===== src/rtl/core/mm_pkg.sv =====
`timescale 1ns / 1ps
// ============================================================================
// mm_pkg
// Types, constants and helpers shared by the matrix multiplier modules.
// ============================================================================
package mm_pkg;

  localparam int MAX_DIM   = 8;
  localparam int FRAC_BITS = 16;
  localparam int IDX_W     = 3;              // bits of a row or column index
  localparam int ADDR_W    = 2 * IDX_W;      // store address {row, col}
  localparam int DIM_W     = 4;              // width of a dimension register
  localparam int DATA_W    = 32;
  localparam int PROD_W    = 2 * DATA_W;
  localparam int ACC_W     = PROD_W + 4;     // headroom for MAX_DIM products
  localparam int CFG_IDX_W = 2;

  typedef enum logic [1:0] {
    MODE_LOAD_A  = 2'd0,
    MODE_LOAD_B  = 2'd1,
    MODE_COMPUTE = 2'd2
  } mode_t;

  typedef enum logic [CFG_IDX_W-1:0] {
    CFG_A_ROWS = 2'd0,
    CFG_A_COLS = 2'd1,
    CFG_B_ROWS = 2'd2,
    CFG_B_COLS = 2'd3
  } cfg_reg_t;

  typedef enum logic [1:0] {
    ST_IDLE,
    ST_RUN,
    ST_DRAIN
  } state_t;

  typedef struct packed {
    logic [1:0]              mode;
    logic [IDX_W-1:0]        row_index;
    logic [IDX_W-1:0]        col_index;
    logic signed [DATA_W-1:0] element_value;
  } in_item_t;

  typedef struct packed {
    logic [IDX_W-1:0]        out_row;
    logic [IDX_W-1:0]        out_col;
    logic signed [DATA_W-1:0] product_value;
    logic                    last_element;
    logic                    dimension_error;
  } out_item_t;

  // Control that travels down the multiply-accumulate pipeline with the data.
  typedef struct packed {
    logic             first;      // first term of a dot product
    logic             last_k;     // last term of a dot product
    logic             last_elem;  // last element of the product
    logic [IDX_W-1:0] row;
    logic [IDX_W-1:0] col;
  } mac_ctl_t;

  // Highest index of a walk for a dimension register; 0 counts as 1 and
  // anything above MAX_DIM counts as MAX_DIM.
  function automatic logic [IDX_W-1:0] dim_last(input logic [DIM_W-1:0] d);
    logic [IDX_W-1:0] r;
    if (d == '0) begin
      r = '0;
    end else if (int'(d) > MAX_DIM) begin
      r = IDX_W'(MAX_DIM - 1);
    end else begin
      r = IDX_W'(d - DIM_W'(1));
    end
    return r;
  endfunction

endpackage


===== src/rtl/core/mm_mac.sv =====
`timescale 1ns / 1ps
// ============================================================================
// mm_mac
// Multiply-accumulate pipeline: registered multiply, wide accumulate, then
// fraction shift and saturation into the result register.
// ============================================================================
module mm_mac (
  input  logic                             clk,
  input  logic                             rst,
  input  logic                             in_valid,
  input  mm_pkg::mac_ctl_t                 in_ctl,
  input  logic signed [mm_pkg::DATA_W-1:0] op_a,
  input  logic signed [mm_pkg::DATA_W-1:0] op_b,
  output logic                             res_valid,
  output mm_pkg::out_item_t                res
);
  import mm_pkg::*;

  logic                     mul_valid;
  mac_ctl_t                 mul_ctl;
  logic signed [PROD_W-1:0] prod;

  logic                     acc_valid;
  mac_ctl_t                 acc_ctl;
  logic signed [ACC_W-1:0]  acc;
  logic signed [ACC_W-1:0]  acc_next;

  logic signed [ACC_W-1:0]  shifted;
  logic [ACC_W-DATA_W:0]    upper;
  logic signed [DATA_W-1:0] sat_value;

  always_comb begin
    if (mul_ctl.first) begin
      acc_next = ACC_W'(prod);
    end else begin
      acc_next = acc + ACC_W'(prod);
    end
  end

  // Arithmetic shift rounds toward minus infinity; the value fits when all
  // bits above the result's sign bit agree with it.
  always_comb begin
    shifted = acc >>> FRAC_BITS;
    upper   = shifted[ACC_W-1:DATA_W-1];
    if (upper == '0 || upper == '1) begin
      sat_value = shifted[DATA_W-1:0];
    end else if (shifted[ACC_W-1]) begin
      sat_value = {1'b1, {(DATA_W-1){1'b0}}};
    end else begin
      sat_value = {1'b0, {(DATA_W-1){1'b1}}};
    end
  end

  always_ff @(posedge clk) begin
    if (rst) begin
      mul_valid <= 1'b0;
      acc_valid <= 1'b0;
      res_valid <= 1'b0;
    end else begin
      mul_valid <= in_valid;
      acc_valid <= mul_valid;
      res_valid <= acc_valid && acc_ctl.last_k;
    end
  end

  always_ff @(posedge clk) begin
    mul_ctl <= in_ctl;
    prod    <= op_a * op_b;
    if (mul_valid) begin
      acc <= acc_next;
    end
    acc_ctl <= mul_ctl;
    res.out_row         <= acc_ctl.row;
    res.out_col         <= acc_ctl.col;
    res.product_value   <= sat_value;
    res.last_element    <= acc_ctl.last_elem;
    res.dimension_error <= 1'b0;
  end

endmodule


===== config.mk =====
export PLATFORM = sky130hd
export DESIGN_NAME = mm_mac
export DESIGN_NICKNAME = d
export VERILOG_FILES = /design/src/rtl/core/mm_pkg.sv /design/src/rtl/core/mm_mac.sv
export SDC_FILE = /design/constraint.sdc
export NUM_CORES = 2
export LEC_CHECK = 0
export ABC_AREA = 1
export BUFFER_PORTS_ARGS = -buffer_cell sky130_fd_sc_hd__buf_2
export CAP_MARGIN = 10
export CORE_MARGIN = 2
export CORE_UTILIZATION = 40
export CTS_CLUSTER_SIZE = 10
export DETAILED_ROUTE_END_ITERATION = 7
export PLACE_DENSITY = 0.61
export SLEW_MARGIN = 20
export SYNTH_ARGS = -nofsm -noshare
export SYNTH_HDL_FRONTEND = slang
export SYNTH_SLANG_ARGS = --single-unit

===== constraint.sdc =====
create_clock -name clk -period 7.38 [get_ports clk]
set_input_delay 0.738 -clock clk [delete_from_list [all_inputs] [get_ports clk]]
set_output_delay 0.738 -clock clk [all_outputs]
set_load 0.05 [all_outputs]

==> flow_results.org <==
** Worst setup path
- Slowest cell on the critical path :: fa_2
- Crit. End Element :: flip-flop
- CP Data Required Time :: 7.77 ns
- Along the worst path, the maximum fanout reaches 18.
- Critical path startpoint category :: input port
- The largest single stage delay on the critical path is around 0.57 ns.
- Most frequent CP cell :: inv_1
- Category of the critical setup timing path :: input port to flip-flop
- Data arrives at the worst endpoint at 7.49 ns.

** Final layout
- Area used by multi-input combinational logic :: 37300 µm²
- In the final layout, the share of cells above drive strength 1 is 0.0932.
- The library cell used most frequently in the layout, excluding fill and tap cells, is inv_1.
- Fill cells in the final layout number approximately 13k.
- The net count of the finished layout is 8187.
- Sequential standard cell area :: 4510 µm²
- Final Util :: 0.452
- Synthesis-to-finish area growth :: 12.4%
- Most used cells in the layout excluding fill and tap cells :: 1853 x inv_1, 1852 x nand2_1, 1080 x fa_1, 326 x buf_4, 295 x nor2_1

** STA
- Clock period minus final worst setup slack :: around 7 ns
- For the pin with the worst max-slew slack, the measured transition is 0.984 ns.
- Final-report setup violation count :: 0
- In the finished design, the share of the clock period the worst path needs comes to 0.962.
- Timing would allow up to 141 MHz.
- Final hold analysis gives a worst-case slack of 0.330 ns.
- The count of endpoints failing hold in the final timing report is 0.
- Crit path setup slack, layout :: 0.282 ns
- Max Transition Viols Final :: 0
- Worst clock skew :: 0.0201 ns
- The worst pin sits at a relative slew slack of 0.340.
- Unrepaired setup endpoints after global routing :: yes

** Placement
- Routability-driven placement finished with a final weighted congestion of 1.04.
- Worst Setup Slack post-DPL :: -0.314 ns
- Summed over all nets, the half-perimeter wirelength after detailed placement is 135000 µm.
- During placement, the flow inserted port buffers numbering 115.

** Detailed routing
- DRC viols :: 0
- Routed WL :: 152000 µm
- Average routed wire per standard cell :: 18.0 µm
- First-pass iteration count of the detailed router :: 6
- In this run, the number of DRC markers left after iteration 0 of detailed routing was 3135.
- After detailed routing, the number of vias per cell comes to between 4 and 5.
- The detailed router placed 40.9k vias in this run.
- Once detail routing completed, the nets flagged for antenna violations numbered 0.

** Global route
- Global route total overflow :: 0
- For this run, the total global-route usage over all layers was measured as 0.251.
- First-pass GRT wire length :: 246000 µm
- Vias in the first global route :: 43.9k
- Pin count of the biggest net entering global routing :: 82
- Number of antenna violations at the first check in global routing :: 6

** Hold path
- The path class of the tightest hold or removal check is flip-flop to flip-flop.

** Outcome
- Outcome :: completed

** Floorplan
- In this run the vertical extent of the chip is around 360 µm.
- During I/O placement, the number of pins put on the boundary was between 100 and 150.
- The core region is 123000 µm².
- Die footprint :: 127000 µm²
- Initial core utilization :: 0.402
- Die boundary width :: 356 µm
- The initialized floorplan defines 129 standard-cell rows.

** Synth
- Post-synthesis register bit count :: 191
- The number of nets handed over by synthesis was 7880.
- Post-synth design cell area :: 49600 µm²
- Share of the yosys chip area belonging to registers :: 0.0909
- Synthesis produced a netlist whose cell count is 6470.
- Number of warnings printed during yosys synthesis :: 0
- The number of different library cells used by synthesis comes to 46.
- A synthesized cell averages approximately 7.7 µm².

** Clock network
- Number of buffers inserted during clock tree synthesis :: 17
- CTS tree :: done
- The H-tree was split into 4 levels.
- Insertion delay to the later sink of the worst-skew pair :: 0.50 ns
- Clk slew on worst S/H paths :: around 0.080 ns
- Buffers from clock root to sink, at most :: 2
- Buffers inserted to repair hold after CTS numbered 0.
- The root buffer cell chosen for the clock tree is clkbuf_16.
- Counting every sink on the clock net gives 191.

** Job
- The tool flagged a number of max-cap violations equal to 0.
## worst paths after layout
check	from	end	slack [ns]	depth (start not counted)
max	op_a[31]	prod[60]$_DFF_P_	0.28	30
min	acc_ctl[1]$_DFF_P_	res[35]$_DFF_P_	0.33	0
max reg2reg	mul_ctl[8]$_DFF_P_	acc[55]$_DFFE_PP_	3.94	5
min reg2reg	acc_ctl[1]$_DFF_P_	res[35]$_DFF_P_	0.33	0
## cell families after synthesis
logic type	count (synthesis)	share of synthesized area
DFF	191	0.0909
and+or+nand+nor	2463	0.200
xor gates and xnor gates	74	0.0131
adders and majority gates	1334	0.501
AOI/OAI and AO/OA	331	0.0377
buffers and inverters	2076	0.158
other	1	0.0000756
## timing repair
item	in CTS	in global routing
buffers inserted	0	0
setup endpoints to repair	0	7
gates resized for setup	0	12
endpoints found under the hold margin	0	0
## metrics by stage
step | instance area (µm²) | cells | TNS, ns
CTS | 55700 | 8426 | 0
global route | 55700 | 8429 | -0.0497
global placement | 55000 | 8394 | -2.36
finish | 55700 | 8429 | 0
detailed placement | 55000 | 8394 | -3.34
floorplan | 49600 | 6470 | 0
## layout make-up
class | count | area share
antenna | 2 | 0.0000898
clock buffer | 19 | 0.00853
clock inverter | 13 | 0.00283
inverter | 1862 | 0.125
multi-input combinational | 4203 | 0.669
sequential | 191 | 0.0809
tap | 1637 | 0.0368
timing repair buffer | 502 | 0.0762
## cells in the mapped netlist (all sizes together)
cell type  number  share of area
nand2        1871           0.14
inv          1861           0.14
fa           1083           0.44
nor2          315          0.025
ha            251          0.063
clkbuf        204          0.015
a21oi         166          0.017
nand3         157          0.016
dfxtp         123          0.050
o21ai         101          0.010
edfxtp         68          0.041
xor2           48         0.0085
nand4          33         0.0042
o21bai         28         0.0042
nand3b         26         0.0039
xnor2          26         0.0046
or2            24         0.0030
nor3           19         0.0022
a21o           16         0.0024
nor4           14         0.0019
buf            10         0.0013
a21boi          6         0.0011
a31oi           6        0.00076
and3            3        0.00038
o21a            3        0.00045
o31ai           3        0.00073
o211ai          2        0.00040
clkinv          1       0.000076
conb            1       0.000076
or3             1        0.00013
## layer usage
layer,track usage,vias to the layer above,part of all wire
met5,0,-,0.00017
met3,0.0269,228,0.058
met4,0.0676,4,0.029
li1,-,19012,-
met1,0.340,20352,0.43
met2,0.426,1282,0.48
## state kept, by name, summed over array words and instances, names as in the netlist
name       cells
res_valid      1
res           39
acc_valid      1
acc           68
mul_ctl        9
acc_ctl        8
mul_valid      1
prod          64
## critical path, delay by kind of cell
family / cells / cell delay [ns]
adder cells (fa/ha/maj): 9 / 4.44
buffers and inverters: 11 / 1.00
AO/OA/AOI/OAI: 4 / 0.85
AND/OR/NAND/NOR: 6 / 0.46
Power is not shown: default switching activity piles up to over one toggle a cycle in this logic, so the estimate is an artifact.
